===== config.mk =====
export PLATFORM = sky130hd
export DESIGN_NAME = hotp_totp_code_check_top_flat
export DESIGN_NICKNAME = d
export VERILOG_FILES = /design/src/rtl/hotc_pkg.sv /design/src/rtl/hotc_if.sv /design/src/rtl/hotc_front.sv /design/src/rtl/hotc_queue.sv /design/src/rtl/hotc_core.sv /design/src/rtl/hotc_if_dummy_guard.sv /design/src/rtl/hotp_totp_code_check_top.sv /design/src/flat_wrapper.sv
export SDC_FILE = /design/constraint.sdc
export NUM_CORES = 2
export LEC_CHECK = 0
export BUFFER_PORTS_ARGS = -buffer_cell sky130_fd_sc_hd__buf_2
export CAP_MARGIN = 20
export CORE_ASPECT_RATIO = 1.4
export CORE_MARGIN = 1
export CORE_UTILIZATION = 39
export CTS_BUF_LIST = sky130_fd_sc_hd__clkbuf_4
export DETAILED_ROUTE_END_ITERATION = 7
export SLEW_MARGIN = 10
export SYNTH_ARGS = -nofsm -noshare
export SYNTH_HDL_FRONTEND = slang
export SYNTH_HIERARCHICAL = 1
export SYNTH_SLANG_ARGS = --single-unit

===== constraint.sdc =====
create_clock -name clk -period 31.3 [get_ports clk]
set_clock_uncertainty 0.15 [all_clocks]
set_input_delay 1.565 -clock clk [delete_from_list [all_inputs] [get_ports clk]]
set_output_delay 1.565 -clock clk [all_outputs]
set_load 0.02 [all_outputs]

===== src/rtl/hotc_pkg.sv =====
package hotc_pkg;

    // Modulus of the code reduction
    localparam logic [19:0] CODE_MOD = 20'd1000000;

    // Reciprocal of the code modulus, scaled by 2^51, rounded up
    localparam logic [31:0] CODE_RECIP = 32'd2251799814;

    // Default depth of the job queue between front and back
    localparam int QUEUE_DEPTH_DEF = 2;

    // HMAC pads
    localparam logic [7:0] IPAD = 8'h36;
    localparam logic [7:0] OPAD = 8'h5c;

    // SHA-1 initial chaining value
    localparam logic [31:0] IV0 = 32'h67452301;
    localparam logic [31:0] IV1 = 32'hefcdab89;
    localparam logic [31:0] IV2 = 32'h98badcfe;
    localparam logic [31:0] IV3 = 32'h10325476;
    localparam logic [31:0] IV4 = 32'hc3d2e1f0;

    // SHA-1 round constants
    localparam logic [31:0] K0 = 32'h5a827999;
    localparam logic [31:0] K1 = 32'h6ed9eba1;
    localparam logic [31:0] K2 = 32'h8f1bbcdc;
    localparam logic [31:0] K3 = 32'hca62c1d6;

    // Message lengths in bits of the inner and outer hashes
    localparam logic [63:0] INNER_BITS = 64'd576;
    localparam logic [63:0] OUTER_BITS = 64'd672;

    // Configuration register indexes
    localparam logic [1:0] REG_KEY_UPPER = 2'd0;
    localparam logic [1:0] REG_KEY_LOWER = 2'd1;
    localparam logic [1:0] REG_TIME_STEP = 2'd2;

    localparam logic [7:0] TIME_STEP_RST = 8'd30;

    // One job handed from front to back
    typedef struct packed {
        logic [63:0] counter;
        logic [19:0] code;
    } hotc_job_t;

    // Queue status seen by the front and the back
    typedef struct packed {
        logic full;
        logic empty;
    } hotc_q_stat_t;

    // Back-end sequencer states
    typedef enum logic [2:0] {
        ST_IDLE,
        ST_LOAD,
        ST_ROUND,
        ST_ADD,
        ST_TRUNC,
        ST_MOD,
        ST_DONE
    } hotc_state_t;

endpackage


===== src/rtl/hotc_if.sv =====
interface hotc_in_if;
    logic        valid;
    logic        ready;
    logic        kind;
    logic [63:0] moving_value;
    logic [19:0] code;

    modport source (output valid, kind, moving_value, code, input ready);
    modport sink   (input valid, kind, moving_value, code, output ready);
endinterface

interface hotc_out_if;
    logic        valid;
    logic        ready;
    logic        valid_res;
    logic [19:0] expected_code;

    modport source (output valid, valid_res, expected_code, input ready);
    modport sink   (input valid, valid_res, expected_code, output ready);
endinterface


===== src/rtl/hotc_front.sv =====
module hotc_front (
    input  logic                  clk,
    input  logic                  rst_n,
    hotc_in_if.sink               in_ch,
    input  logic [7:0]            time_step,
    input  hotc_pkg::hotc_q_stat_t q_stat,
    output logic                  push,
    output hotc_pkg::hotc_job_t   push_job
);
    import hotc_pkg::*;

    localparam logic [6:0] DIV_STEPS = 7'd64;

    logic        hold_valid_reg;
    logic [6:0]  cnt_reg;
    logic [63:0] q_reg;
    logic [7:0]  r_reg;
    logic [7:0]  div_reg;
    logic [19:0] code_reg;

    logic        accept;
    logic [8:0]  trial;
    logic        ge;
    logic [8:0]  diff;

    // Push once any division is complete and the queue has room
    assign push   = hold_valid_reg && (cnt_reg == 7'd0) && !q_stat.full;
    assign accept = in_ch.valid && in_ch.ready;
    assign in_ch.ready = !hold_valid_reg || push;

    assign push_job.counter = q_reg;
    assign push_job.code    = code_reg;

    // One quotient bit per cycle
    assign trial = {r_reg, q_reg[63]};
    assign ge    = trial >= {1'b0, div_reg};
    assign diff  = trial - {1'b0, div_reg};

    // Track whether the holding stage is occupied
    always_ff @(posedge clk or negedge rst_n)
    begin
        if (!rst_n)
        begin
            hold_valid_reg <= 1'b0;
            cnt_reg        <= 7'd0;
        end
        else if (accept)
        begin
            hold_valid_reg <= 1'b1;
            cnt_reg        <= in_ch.kind ? DIV_STEPS : 7'd0;
        end
        else
        begin
            if (push)
                hold_valid_reg <= 1'b0;
            if (cnt_reg != 7'd0)
                cnt_reg <= cnt_reg - 7'd1;
        end
    end

    // Capture the item and advance the division
    always_ff @(posedge clk)
    begin
        if (accept)
        begin
            q_reg    <= in_ch.moving_value;
            r_reg    <= 8'd0;
            div_reg  <= (time_step == 8'd0) ? 8'd1 : time_step;
            code_reg <= in_ch.code;
        end
        else if (cnt_reg != 7'd0)
        begin
            q_reg <= {q_reg[62:0], ge};
            r_reg <= ge ? diff[7:0] : trial[7:0];
        end
    end

endmodule


===== src/rtl/hotc_queue.sv =====
module hotc_queue #(
    parameter int DEPTH = hotc_pkg::QUEUE_DEPTH_DEF
) (
    input  logic                   clk,
    input  logic                   rst_n,
    input  logic                   push,
    input  hotc_pkg::hotc_job_t    push_job,
    input  logic                   pop,
    output hotc_pkg::hotc_job_t    pop_job,
    output hotc_pkg::hotc_q_stat_t q_stat
);
    import hotc_pkg::*;

    localparam int PTR_W = (DEPTH > 1) ? $clog2(DEPTH) : 1;
    localparam int CNT_W = $clog2(DEPTH + 1);

    hotc_job_t          mem [DEPTH];
    logic [PTR_W-1:0]   wr_ptr_reg;
    logic [PTR_W-1:0]   rd_ptr_reg;
    logic [CNT_W-1:0]   count_reg;

    assign q_stat.full  = (count_reg == CNT_W'(DEPTH));
    assign q_stat.empty = (count_reg == CNT_W'(0));
    assign pop_job      = mem[rd_ptr_reg];

    // Store entries
    always_ff @(posedge clk)
    begin
        if (push)
            mem[wr_ptr_reg] <= push_job;
    end

    // Move pointers and the fill count
    always_ff @(posedge clk or negedge rst_n)
    begin
        if (!rst_n)
        begin
            wr_ptr_reg <= '0;
            rd_ptr_reg <= '0;
            count_reg  <= '0;
        end
        else
        begin
            if (push)
                wr_ptr_reg <= (wr_ptr_reg == PTR_W'(DEPTH - 1)) ? '0 : wr_ptr_reg + 1'b1;
            if (pop)
                rd_ptr_reg <= (rd_ptr_reg == PTR_W'(DEPTH - 1)) ? '0 : rd_ptr_reg + 1'b1;
            if (push && !pop)
                count_reg <= count_reg + 1'b1;
            else if (pop && !push)
                count_reg <= count_reg - 1'b1;
        end
    end

endmodule


===== src/rtl/hotc_core.sv =====
module hotc_core (
    input  logic                   clk,
    input  logic                   rst_n,
    input  logic [63:0]            key_upper,
    input  logic [15:0]            key_lower,
    input  hotc_pkg::hotc_q_stat_t q_stat,
    input  hotc_pkg::hotc_job_t    pop_job,
    output logic                   pop,
    hotc_out_if.source             out_ch
);
    import hotc_pkg::*;

    hotc_state_t state_reg, state_next;

    logic [63:0]  counter_reg;
    logic [19:0]  code_reg;
    logic [1:0]   blk_reg;
    logic [6:0]   cnt_reg;
    logic [31:0]  w_reg [16];
    logic [31:0]  h_reg [5];
    logic [31:0]  a_reg, b_reg, c_reg, d_reg, e_reg;
    logic [159:0] inner_reg;
    logic [30:0]  bin_reg;
    logic [11:0]  quo_reg;
    logic [19:0]  rem_reg;
    logic         out_valid_reg;
    logic         res_reg;
    logic [19:0]  exp_reg;

    logic [511:0] key_blk;
    logic [511:0] blk;
    logic [31:0]  f;
    logic [31:0]  k;
    logic [31:0]  t;
    logic [31:0]  w_x;
    logic [31:0]  w_new;
    logic [159:0] digest;
    logic [159:0] dig_sh;
    logic [62:0]  prod;
    logic [30:0]  rem_full;
    logic         out_free;

    assign out_free = !out_valid_reg || out_ch.ready;
    assign pop      = (state_reg == ST_IDLE) && !q_stat.empty;

    assign out_ch.valid         = out_valid_reg;
    assign out_ch.valid_res     = res_reg;
    assign out_ch.expected_code = exp_reg;

    // Select the message block for this compression
    assign key_blk = {key_upper, key_lower, 432'd0};
    always_comb
    begin
        case (blk_reg)
            2'd0:    blk = key_blk ^ {64{IPAD}};
            2'd1:    blk = {counter_reg, 8'h80, 376'd0, INNER_BITS};
            2'd2:    blk = key_blk ^ {64{OPAD}};
            default: blk = {inner_reg, 8'h80, 280'd0, OUTER_BITS};
        endcase
    end

    // Round function
    always_comb
    begin
        if (cnt_reg < 7'd20)
        begin
            f = (b_reg & c_reg) | (~b_reg & d_reg);
            k = K0;
        end
        else if (cnt_reg < 7'd40)
        begin
            f = b_reg ^ c_reg ^ d_reg;
            k = K1;
        end
        else if (cnt_reg < 7'd60)
        begin
            f = (b_reg & c_reg) | (b_reg & d_reg) | (c_reg & d_reg);
            k = K2;
        end
        else
        begin
            f = b_reg ^ c_reg ^ d_reg;
            k = K3;
        end
    end

    assign t = {a_reg[26:0], a_reg[31:27]} + f + e_reg + k + w_reg[0];

    assign w_x   = w_reg[13] ^ w_reg[8] ^ w_reg[2] ^ w_reg[0];
    assign w_new = {w_x[30:0], w_x[31]};

    // Dynamic truncation picks four bytes at the offset in the last nibble
    assign digest = {h_reg[0], h_reg[1], h_reg[2], h_reg[3], h_reg[4]};
    assign dig_sh = digest << {h_reg[4][3:0], 3'b000};

    // Reduce by reciprocal multiplication: quotient first, remainder next cycle
    assign prod     = {32'd0, bin_reg} * {31'd0, CODE_RECIP};
    assign rem_full = bin_reg - ({19'd0, quo_reg} * {11'd0, CODE_MOD});

    // Next state
    always_comb
    begin
        state_next = state_reg;
        case (state_reg)
            ST_IDLE:  if (!q_stat.empty) state_next = ST_LOAD;
            ST_LOAD:  state_next = ST_ROUND;
            ST_ROUND: if (cnt_reg == 7'd79) state_next = ST_ADD;
            ST_ADD:   state_next = (blk_reg == 2'd3) ? ST_TRUNC : ST_LOAD;
            ST_TRUNC: state_next = ST_MOD;
            ST_MOD:   if (cnt_reg == 7'd0) state_next = ST_DONE;
            ST_DONE:  if (out_free) state_next = ST_IDLE;
            default:  state_next = ST_IDLE;
        endcase
    end

    always_ff @(posedge clk or negedge rst_n)
    begin
        if (!rst_n)
            state_reg <= ST_IDLE;
        else
            state_reg <= state_next;
    end

    // Hold the result until the sink takes it
    always_ff @(posedge clk or negedge rst_n)
    begin
        if (!rst_n)
            out_valid_reg <= 1'b0;
        else if (state_reg == ST_DONE && out_free)
            out_valid_reg <= 1'b1;
        else if (out_ch.ready)
            out_valid_reg <= 1'b0;
    end

    // Datapath
    always_ff @(posedge clk)
    begin
        case (state_reg)
            ST_IDLE:
            begin
                counter_reg <= pop_job.counter;
                code_reg    <= pop_job.code;
                blk_reg     <= 2'd0;
            end
            ST_LOAD:
            begin
                for (int i = 0; i < 16; i++)
                    w_reg[i] <= blk[511 - 32*i -: 32];
                if (!blk_reg[0])
                begin
                    h_reg[0] <= IV0; h_reg[1] <= IV1; h_reg[2] <= IV2;
                    h_reg[3] <= IV3; h_reg[4] <= IV4;
                    a_reg <= IV0; b_reg <= IV1; c_reg <= IV2; d_reg <= IV3; e_reg <= IV4;
                end
                else
                begin
                    a_reg <= h_reg[0]; b_reg <= h_reg[1]; c_reg <= h_reg[2];
                    d_reg <= h_reg[3]; e_reg <= h_reg[4];
                end
                cnt_reg <= 7'd0;
            end
            ST_ROUND:
            begin
                for (int i = 0; i < 15; i++)
                    w_reg[i] <= w_reg[i+1];
                w_reg[15] <= w_new;
                e_reg <= d_reg;
                d_reg <= c_reg;
                c_reg <= {b_reg[1:0], b_reg[31:2]};
                b_reg <= a_reg;
                a_reg <= t;
                cnt_reg <= cnt_reg + 7'd1;
            end
            ST_ADD:
            begin
                h_reg[0] <= h_reg[0] + a_reg;
                h_reg[1] <= h_reg[1] + b_reg;
                h_reg[2] <= h_reg[2] + c_reg;
                h_reg[3] <= h_reg[3] + d_reg;
                h_reg[4] <= h_reg[4] + e_reg;
                if (blk_reg == 2'd1)
                    inner_reg <= {h_reg[0] + a_reg, h_reg[1] + b_reg, h_reg[2] + c_reg,
                                  h_reg[3] + d_reg, h_reg[4] + e_reg};
                blk_reg <= blk_reg + 2'd1;
            end
            ST_TRUNC:
            begin
                bin_reg <= dig_sh[158:128];
                cnt_reg <= 7'd1;
            end
            ST_MOD:
            begin
                if (cnt_reg == 7'd1)
                    quo_reg <= prod[62:51];
                else
                    rem_reg <= rem_full[19:0];
                cnt_reg <= cnt_reg - 7'd1;
            end
            ST_DONE:
            begin
                if (out_free)
                begin
                    res_reg <= (code_reg == rem_reg);
                    exp_reg <= rem_reg;
                end
            end
            default:
            begin
                blk_reg <= 2'd0;
            end
        endcase
    end

endmodule


===== src/rtl/hotc_if_dummy_guard.sv =====
module hotc_cfg (
    input  logic        clk,
    input  logic        rst_n,
    input  logic        cfg_we,
    input  logic [1:0]  cfg_index,
    input  logic [63:0] cfg_data,
    output logic [63:0] key_upper,
    output logic [15:0] key_lower,
    output logic [7:0]  time_step
);
    import hotc_pkg::*;

    logic [63:0] key_upper_reg;
    logic [15:0] key_lower_reg;
    logic [7:0]  time_step_reg;

    assign key_upper = key_upper_reg;
    assign key_lower = key_lower_reg;
    assign time_step = time_step_reg;

    // Write registers; drop writes to unknown indexes
    always_ff @(posedge clk or negedge rst_n)
    begin
        if (!rst_n)
        begin
            key_upper_reg <= 64'd0;
            key_lower_reg <= 16'd0;
            time_step_reg <= TIME_STEP_RST;
        end
        else if (cfg_we)
        begin
            case (cfg_index)
                REG_KEY_UPPER: key_upper_reg <= cfg_data;
                REG_KEY_LOWER: key_lower_reg <= cfg_data[15:0];
                REG_TIME_STEP: time_step_reg <= cfg_data[7:0];
                default:       ;
            endcase
        end
    end

endmodule


===== src/rtl/hotp_totp_code_check_top.sv =====
// Channel   Dir  Payload                          Transfer
// in_ch     in   kind, moving_value, code         valid && ready
// out_ch    out  valid_res, expected_code         valid && ready
// cfg       in   cfg_index, cfg_data              cfg_we
//
// Per item, the back end runs four SHA-1 compressions (one round per cycle),
// then truncation and a reduction by reciprocal multiplication.
// Time-based items also pass through the front-end divider, which
// overlaps with the back end through the job queue.
// Reset clears control state and loads the register defaults.
// A stalled result waits in the output register; the back end then holds.
module hotp_totp_code_check_top #(
    parameter int QUEUE_DEPTH = hotc_pkg::QUEUE_DEPTH_DEF
) (
    input  logic        clk,
    input  logic        rst_n,
    hotc_in_if.sink     in_ch,
    hotc_out_if.source  out_ch,
    input  logic        cfg_we,
    input  logic [1:0]  cfg_index,
    input  logic [63:0] cfg_data
);
    import hotc_pkg::*;

    logic [63:0]  key_upper;
    logic [15:0]  key_lower;
    logic [7:0]   time_step;
    logic         push;
    logic         pop;
    hotc_job_t    push_job;
    hotc_job_t    pop_job;
    hotc_q_stat_t q_stat;

    hotc_cfg u_cfg (
        .clk       (clk),
        .rst_n     (rst_n),
        .cfg_we    (cfg_we),
        .cfg_index (cfg_index),
        .cfg_data  (cfg_data),
        .key_upper (key_upper),
        .key_lower (key_lower),
        .time_step (time_step)
    );

    hotc_front u_front (
        .clk       (clk),
        .rst_n     (rst_n),
        .in_ch     (in_ch),
        .time_step (time_step),
        .q_stat    (q_stat),
        .push      (push),
        .push_job  (push_job)
    );

    hotc_queue #(
        .DEPTH (QUEUE_DEPTH)
    ) u_queue (
        .clk      (clk),
        .rst_n    (rst_n),
        .push     (push),
        .push_job (push_job),
        .pop      (pop),
        .pop_job  (pop_job),
        .q_stat   (q_stat)
    );

    hotc_core u_core (
        .clk       (clk),
        .rst_n     (rst_n),
        .key_upper (key_upper),
        .key_lower (key_lower),
        .q_stat    (q_stat),
        .pop_job   (pop_job),
        .pop       (pop),
        .out_ch    (out_ch)
    );

endmodule


===== src/flat_wrapper.sv =====
// flat-port wrapper written by rule: the top's interface ports become plain ports
module hotp_totp_code_check_top_flat import hotc_pkg::*;
#(
    parameter int QUEUE_DEPTH = hotc_pkg::QUEUE_DEPTH_DEF
)
  (clk, rst_n, cfg_we, cfg_index, cfg_data, in_ch_valid, in_ch_kind, in_ch_moving_value, in_ch_code, in_ch_ready, out_ch_valid, out_ch_valid_res, out_ch_expected_code, out_ch_ready);
  hotc_in_if in_ch_i ();
  hotc_out_if out_ch_i ();
  input  logic clk;
  input  logic rst_n;
  input  logic cfg_we;
  input  logic [1:0] cfg_index;
  input  logic [63:0] cfg_data;
  input wire logic [$bits(in_ch_i.valid)-1:0] in_ch_valid;
  input wire logic [$bits(in_ch_i.kind)-1:0] in_ch_kind;
  input wire logic [$bits(in_ch_i.moving_value)-1:0] in_ch_moving_value;
  input wire logic [$bits(in_ch_i.code)-1:0] in_ch_code;
  output wire logic [$bits(in_ch_i.ready)-1:0] in_ch_ready;
  output wire logic [$bits(out_ch_i.valid)-1:0] out_ch_valid;
  output wire logic [$bits(out_ch_i.valid_res)-1:0] out_ch_valid_res;
  output wire logic [$bits(out_ch_i.expected_code)-1:0] out_ch_expected_code;
  input wire logic [$bits(out_ch_i.ready)-1:0] out_ch_ready;
  assign in_ch_i.valid = in_ch_valid;
  assign in_ch_i.kind = in_ch_kind;
  assign in_ch_i.moving_value = in_ch_moving_value;
  assign in_ch_i.code = in_ch_code;
  assign in_ch_ready = in_ch_i.ready;
  assign out_ch_valid = out_ch_i.valid;
  assign out_ch_valid_res = out_ch_i.valid_res;
  assign out_ch_expected_code = out_ch_i.expected_code;
  assign out_ch_i.ready = out_ch_ready;
  hotp_totp_code_check_top #(.QUEUE_DEPTH(QUEUE_DEPTH)) u_core (.clk(clk), .rst_n(rst_n), .in_ch(in_ch_i), .out_ch(out_ch_i), .cfg_we(cfg_we), .cfg_index(cfg_index), .cfg_data(cfg_data));
endmodule

# Yosys cells after proc, flatten, opt, wreduce, memory -nomap -nowiden

Memory sizes are Yosys's and may differ from the RTL's. A register that Yosys moved wholly into a read port is not among the register bits.
Index checks and enable logic that the tools add are counted.

Logic and storage cells: 221
Output and inout bits: 23
Bits in writable memories: 840
Input bits: 156
Memories: 3
Flip-flop bits (word level): 617

Multiply operators: 2
Order comparisons: 4
$add $sub $neg: 19
Reduce and logical (&&, ||, !) cells: 38
Shift operators: 1
Bitwise logic cells: 37
Eq/ne operators: 19
Multiplexer cells: 71

Memory list:

| memory              | depth | width | read ports | clocked after Yosys merged registers in | write ports | RTL line         | source |
|---|---|---|---|---|---|---|---|
| u_core.u_core.w_reg | 16    | 32    | 16         | 0                                       | 16          | hotc_core.sv:19  | `logic [31:0] w_reg [16];` |
| u_core.u_queue.mem  | 2     | 84    | 1          | 1                                       | 1           | hotc_queue.sv:17 | `hotc_job_t mem [DEPTH];` |
| u_core.u_core.h_reg | 5     | 32    | 5          | 0                                       | 5           | hotc_core.sv:20  | `logic [31:0] h_reg [5];` |

Operators by type and width:

| cell                                                                  | count |
|---|---|
| 512-bit case mux with 3 select lines                                  | 1 |
| 32-bit 2-to-1 mux                                                     | 31 |
| 256-bit NOT                                                           | 2 |
| 32-bit case mux with 2 select lines                                   | 5 |
| 32-bit adder                                                          | 9 |
| 160-bit by 7-bit left shift with 159-bit output                       | 1 |
| 32-bit bitwise XOR                                                    | 5 |
| 32-bit bitwise AND                                                    | 4 |
| 64-bit 2-to-1 mux                                                     | 2 |
| 32-bit bitwise OR                                                     | 3 |
| 31-bit by 31-bit multiplier with 62-bit output, second input constant | 1 |
| 32-bit NOT                                                            | 1 |
| 31-bit 2-to-1 mux                                                     | 1 |
| 7-bit case mux with 4 select lines                                    | 1 |
| 7-bit 2-to-1 mux                                                      | 3 |
| 1-bit bitwise OR                                                      | 21 |
| 3-bit case mux with 7 select lines                                    | 1 |
| 20-bit equality test                                                  | 1 |
| 20-bit subtractor                                                     | 1 |
| 1-bit 2-to-1 mux                                                      | 17 |
| 3-bit 2-to-1 mux                                                      | 5 |
| 7-bit zero test                                                       | 2 |
| 7-bit by 6-bit < comparator with 1-bit output, second input constant  | 2 |
| 12-bit by 14-bit multiplier with 14-bit output, second input constant | 1 |
| other kinds (32)                                                      | 70 |

# Depth between registers and ports, before layout

Depth in word-level cells: 11
Depth in mapped cells: 25
Mapped depth without buffers: 24

# Cells and area by module

The synthesis kept the hierarchy.

By module, submodules not included:

| module     | area an instance (sq um) | cells each | times used |
|---|---|---|---|
| hotc_core  | 79048.3                  | 6591       | 1 |
| hotc_queue | 6256.0                   | 277        | 1 |
| hotc_front | 4887.2                   | 455        | 1 |
| hotc_cfg   | 3315.7                   | 187        | 1 |

# Worst setup path before layout

No wires, ideal clock.

Path type: register to register
From: register u_core.u_core.state_reg[2]
To: register u_core.u_core.a_reg[0] (enable)
Library setup time: 1723 ps
Path slack: 816 ps
Data arrival time: 28611 ps
Buffers on the path: 2
Period minus slack after synthesis: 30484 ps
Cell stages (with the launch flop): 4
Cells stage by stage: dfrtp_1 > clkbuf_1 > clkbuf_1 > nor2_1

Longest elaborated chain between the ends: 2
Elaborated cells between the ends (all ways): 3
Classes of those cells: eq/ne: 2; reduce/logical: 1

RTL lines:

| element                                                                                                          | RTL line         | source |
|---|---|---|
| start: declaration                                                                                               | hotc_core.sv:13  | `hotc_state_t state_reg, state_next;` |
| start signal: assignment                                                                                         | hotc_core.sv:121 | `state_reg <= state_next;` |
| 3-bit by 1-bit equality test with 1-bit output or 3-bit by 2-bit equality test with 1-bit output (tied branches) | hotc_core.sv:138 | `case (state_reg)` |
| 2-bit nonzero test (no source line) *                                                                            | --               |  |
| end signal: assignment                                                                                           | hotc_core.sv:157 | `a_reg <= h_reg[0]; b_reg <= h_reg[1]; c_reg <= h_reg[2];` |
| end signal: assignment                                                                                           | hotc_core.sv:171 | `a_reg <= t;` |
| end: declaration                                                                                                 | hotc_core.sv:21  | `logic [31:0] a_reg, b_reg, c_reg, d_reg, e_reg;` |

Every way passes the cells marked *; elsewhere a longest branch is shown, timed or not.
A chain may end at the register's enable or synchronous reset.

# Worst setup path after layout

From: register u_core.u_core.bin_reg[17]
To: register u_core.u_core.quo_reg[10], data pin

Longest elaborated chain between the ends: 1

RTL lines:

| element                                        | RTL line         | source |
|---|---|---|
| start: declaration                             | hotc_core.sv:23  | `logic [30:0] bin_reg;` |
| start signal: assignment                       | hotc_core.sv:188 | `bin_reg <= dig_sh[158:128];` |
| 31-bit by 31-bit multiplier with 62-bit output | hotc_core.sv:97  | `assign prod = {32'd0, bin_reg} * {31'd0, CODE_RECIP};` |
| via u_core.u_core.prod[61]                     | hotc_core.sv:39  | `logic [62:0] prod;` |
| end signal: assignment                         | hotc_core.sv:194 | `quo_reg <= prod[62:51];` |
| end: declaration                               | hotc_core.sv:24  | `logic [11:0] quo_reg;` |

The timed path passes the listed nets, and every way through them passes these cells.

==> results_dict.tcl <==
set metrics [dict create \
    first_pass_iters 8 \
    ys_ff_latch 1541 \
    synth-compound-area-share_pct 9.962 \
    slew_viol_final 0 \
    dpl.cell_count 10550 \
    grt_overflow 0 \
    crit_type "reg -> reg" \
    rsz0062_at_grt "false" \
    synth-simple-area-share_pct 8.031 \
    cts_buffer_depth 4 \
    fin_cells 11270 \
    cp_max_fo 9 \
    yosys.cell_count.top_type "edfxtp_1" \
    synth_top_cell_by_area "edfxtp_1" \
    power.total_mw 11.04 \
    wl_per_cell_um 28.67 \
    worstPathRequired_ns 32.05 \
    tightestPinTransition_ns 1.207 \
    drive_gt1_share_pct 15.03 \
    synth_fa_ha_area_share_pct 18.84 \
    cts_root_buf "clkbuf_4" \
    synthTopCellsByCount "1,429 x edfxtp_1, 727 x inv_1, 652 x nand2_1" \
    wl_met1_um 113200 \
    yosysTopAreaCellShare_pct 45.89 \
    htree_levels 5 \
    critPathArrivalTime_ns 9.76 \
    clkTransAtPathRegs_ns 0.07 \
    synth_edf_count 1429 \
    yosysSeqAreaShare_pct 48.85 \
    seqCellArea_um2 45680 \
    nNetsFinal 9114 \
    io_buffers 178 \
    dpl-instance-area_um2 97810 \
    die_x_um 415.8 \
    hold_viol_final 0 \
    endpoint_kind "flip-flop" \
    synth_ff_type "edfxtp_1" \
    max_freq_ghz 0.1110 \
    synth_top_family_by_area "adder cells" \
    clock_latency_ns 1.28 \
    largest_register_ffs 512 \
    grt_usage_pct 26.62 \
    grt_pass1_wl_um 461000 \
    synth_xor_area_share_pct 3.381 \
    routed_wl_um 323200 \
    gp_congestion 1.005 \
    ys_async_sr_fraction_pct 6.749 \
    synth_cells 7510 \
    pre_cts_ws_ns 22.36 \
    ctsResizeCount 0 \
    syn_avg_cell_area_um2 12.45 \
    dieArea_um2 241800 \
    synth_mux_area_share_pct 6.484 \
    core_area_um2 238200 \
    drt-vias-per-instance 5.583 \
    status "complete, no violations" \
    area_growth_syn_to_layout_pct 10.07 \
    io_pins 179 \
    cts-buffers-inserted 394 \
    relSlewSlack_pct 18.95 \
    fin_crit_ns 9.011 \
    clock_sinks 1541 \
    final.fill_count 22370 \
    synthTopCellsByArea "edfxtp_1 46%, fa_1 11%, ha_1 8.3%" \
    post-route-drc-count 0 \
    syn_area_um2 93510 \
    period_share_pct 28.79 \
    grt_pass1_vias 64690 \
    vias 62940 \
    cap_violations 0 \
    rows 212 \
    cellPowerDensity_nw_per_um2 107.3 \
    hold_class "reg -> reg" \
    fin_util_pct 43.21 \
    postCtsHoldBufs 0 \
    final_antenna_net_count 0 \
    grt_max_degree 186 \
    postCtsSetupRepairBufs 0 \
    fin_setup_tns_ns 0 \
    multi_input_area_um2 43840 \
    start_util_pct 39.26 \
    drt_iter0_drc 5360 \
    setup_ws_ns 22.29 \
    post-dp-hpwl_um 248400 \
    p_leak_nw 43.18 \
    antenna_found_initial 23 \
    cts_tree "built" \
    hold_ws_ns 0.2882 \
    detailroute.wirelength.met2_um 158900 \
    ys_warn_count 6 \
    dr_wl_met3_um 17900 \
    vdd_drop_max_mv 0.1732 \
    cp-start-kind "flip-flop" \
    routed.top_layer "met5" \
    ys_types 96 \
    final_area_um2 102900 \
    fp.dieH_um 581.4 \
    setup_viol 0 \
    syn_nets 8779 \
]
==> layout make-up <==
class                   count  area share (%)
flip-flops and latches   1541           44.39
multi-input cells        4905           42.59
clock buffers             582           4.245
well taps                3103           3.772
inverters                 729           2.661
repair buffers            274           1.664
clock inverters           113          0.6127
diodes                     27         0.06565
==> where the power goes <==
part           leakage [nW]  total [mW]  internal, mW  switching, mW
Clock                  2.97        1.77         0.905          0.861
Sequential             15.0        3.69          3.20          0.489
Combinational          25.2        5.58          2.28           3.30
Total                  43.2        11.0          6.39           4.65
==> worst max-delay path, cell delays in order (launching register included) <==
cell,delay [ns]
edfxtp_1,0.76
inv_1,0.25
fa_1,0.51
fa_1,0.53
fa_1,0.47
fa_1,0.54
inv_1,0.05
fa_1,0.61
fa_1,0.47
fa_1,0.51
inv_1,0.06
fa_1,0.50
inv_1,0.04
ha_1,0.30
nand4_1,0.23
nor4_1,0.48
nand4_1,0.21
o32ai_2,0.65
o221ai_1,0.28
o21ai_1,0.53
a311oi_1,0.23
o21bai_1,0.22
xor2_1,0.09
==> placed cells by master (no fill, tap or decap), types with 37 or more instances in the layout <==
master / synthesis / layout
clkbuf_4: 0 / 582
mux2_2: 121 / 121
xnor2_1: 200 / 197
nor2b_1: 68 / 64
a31oi_1: 80 / 80
nor3_1: 79 / 77
inv_1: 727 / 726
mux4_2: 147 / 147
mux2_1: 55 / 55
buf_2: 15 / 177
fa_1: 492 / 492
xor2_1: 161 / 161
buf_4: 5 / 89
o21ai_1: 67 / 66
dfrtp_1: 100 / 98
mux2i_1: 77 / 77
o21ai_0: 230 / 229
nand2b_1: 104 / 103
o21a_1: 42 / 42
a21o_1: 296 / 296
and3_1: 56 / 56
a221o_1: 37 / 37
nand3_1: 73 / 73
edfxtp_1: 1429 / 1429
clkinv_1: 1 / 90
and2_1: 134 / 130
nand2_1: 652 / 651
ha_1: 621 / 618
nor2_1: 320 / 314
a21oi_1: 378 / 377
==> layer usage <==
layer,global-route usage [%],vias to the layer above
met3,3.888,772
met5,0,-
li1,-,27840
met4,23.15,16
met1,29.16,31670
met2,45.16,2647
==> final timing paths <==
path                                                  start                          end  slack (ns)  cells past startpoint
worst min-delay path            u_core/u_core/w_reg[1][157]  u_core/u_core/w_reg[1][125]        0.29                      1
worst min register to register  u_core/u_core/w_reg[1][157]  u_core/u_core/w_reg[1][125]        0.29                      1
min in group asynchronous                             rst_n   u_core/u_cfg/key_upper[43]        0.34                      1
worst max-delay path              u_core/u_core/bin_reg[17]    u_core/u_core/quo_reg[10]       22.29                     22
max in group asynchronous                             rst_n    u_core/u_queue/rd_ptr_reg       29.49                      2
worst max register to register    u_core/u_core/bin_reg[17]    u_core/u_core/quo_reg[10]       22.29                     22
==> logic make-up (layout without fill, tap and decap cells) <==
| kind of cell | Yosys count | after routing |
|---|---|---|
| AOI/OAI and AO/OA | 1422 | 1422 |
| other | 0 | 27 |
| xor gates and xnor gates | 361 | 361 |
| muxes | 400 | 400 |
| buffers and inverters | 1064 | 1698 |
| and+or+nand+nor | 1609 | 1609 |
| DFF | 1541 | 1541 |
| adders and majority gates | 1113 | 1113 |
No activity file was read; power rests on OpenSTA's default activity.
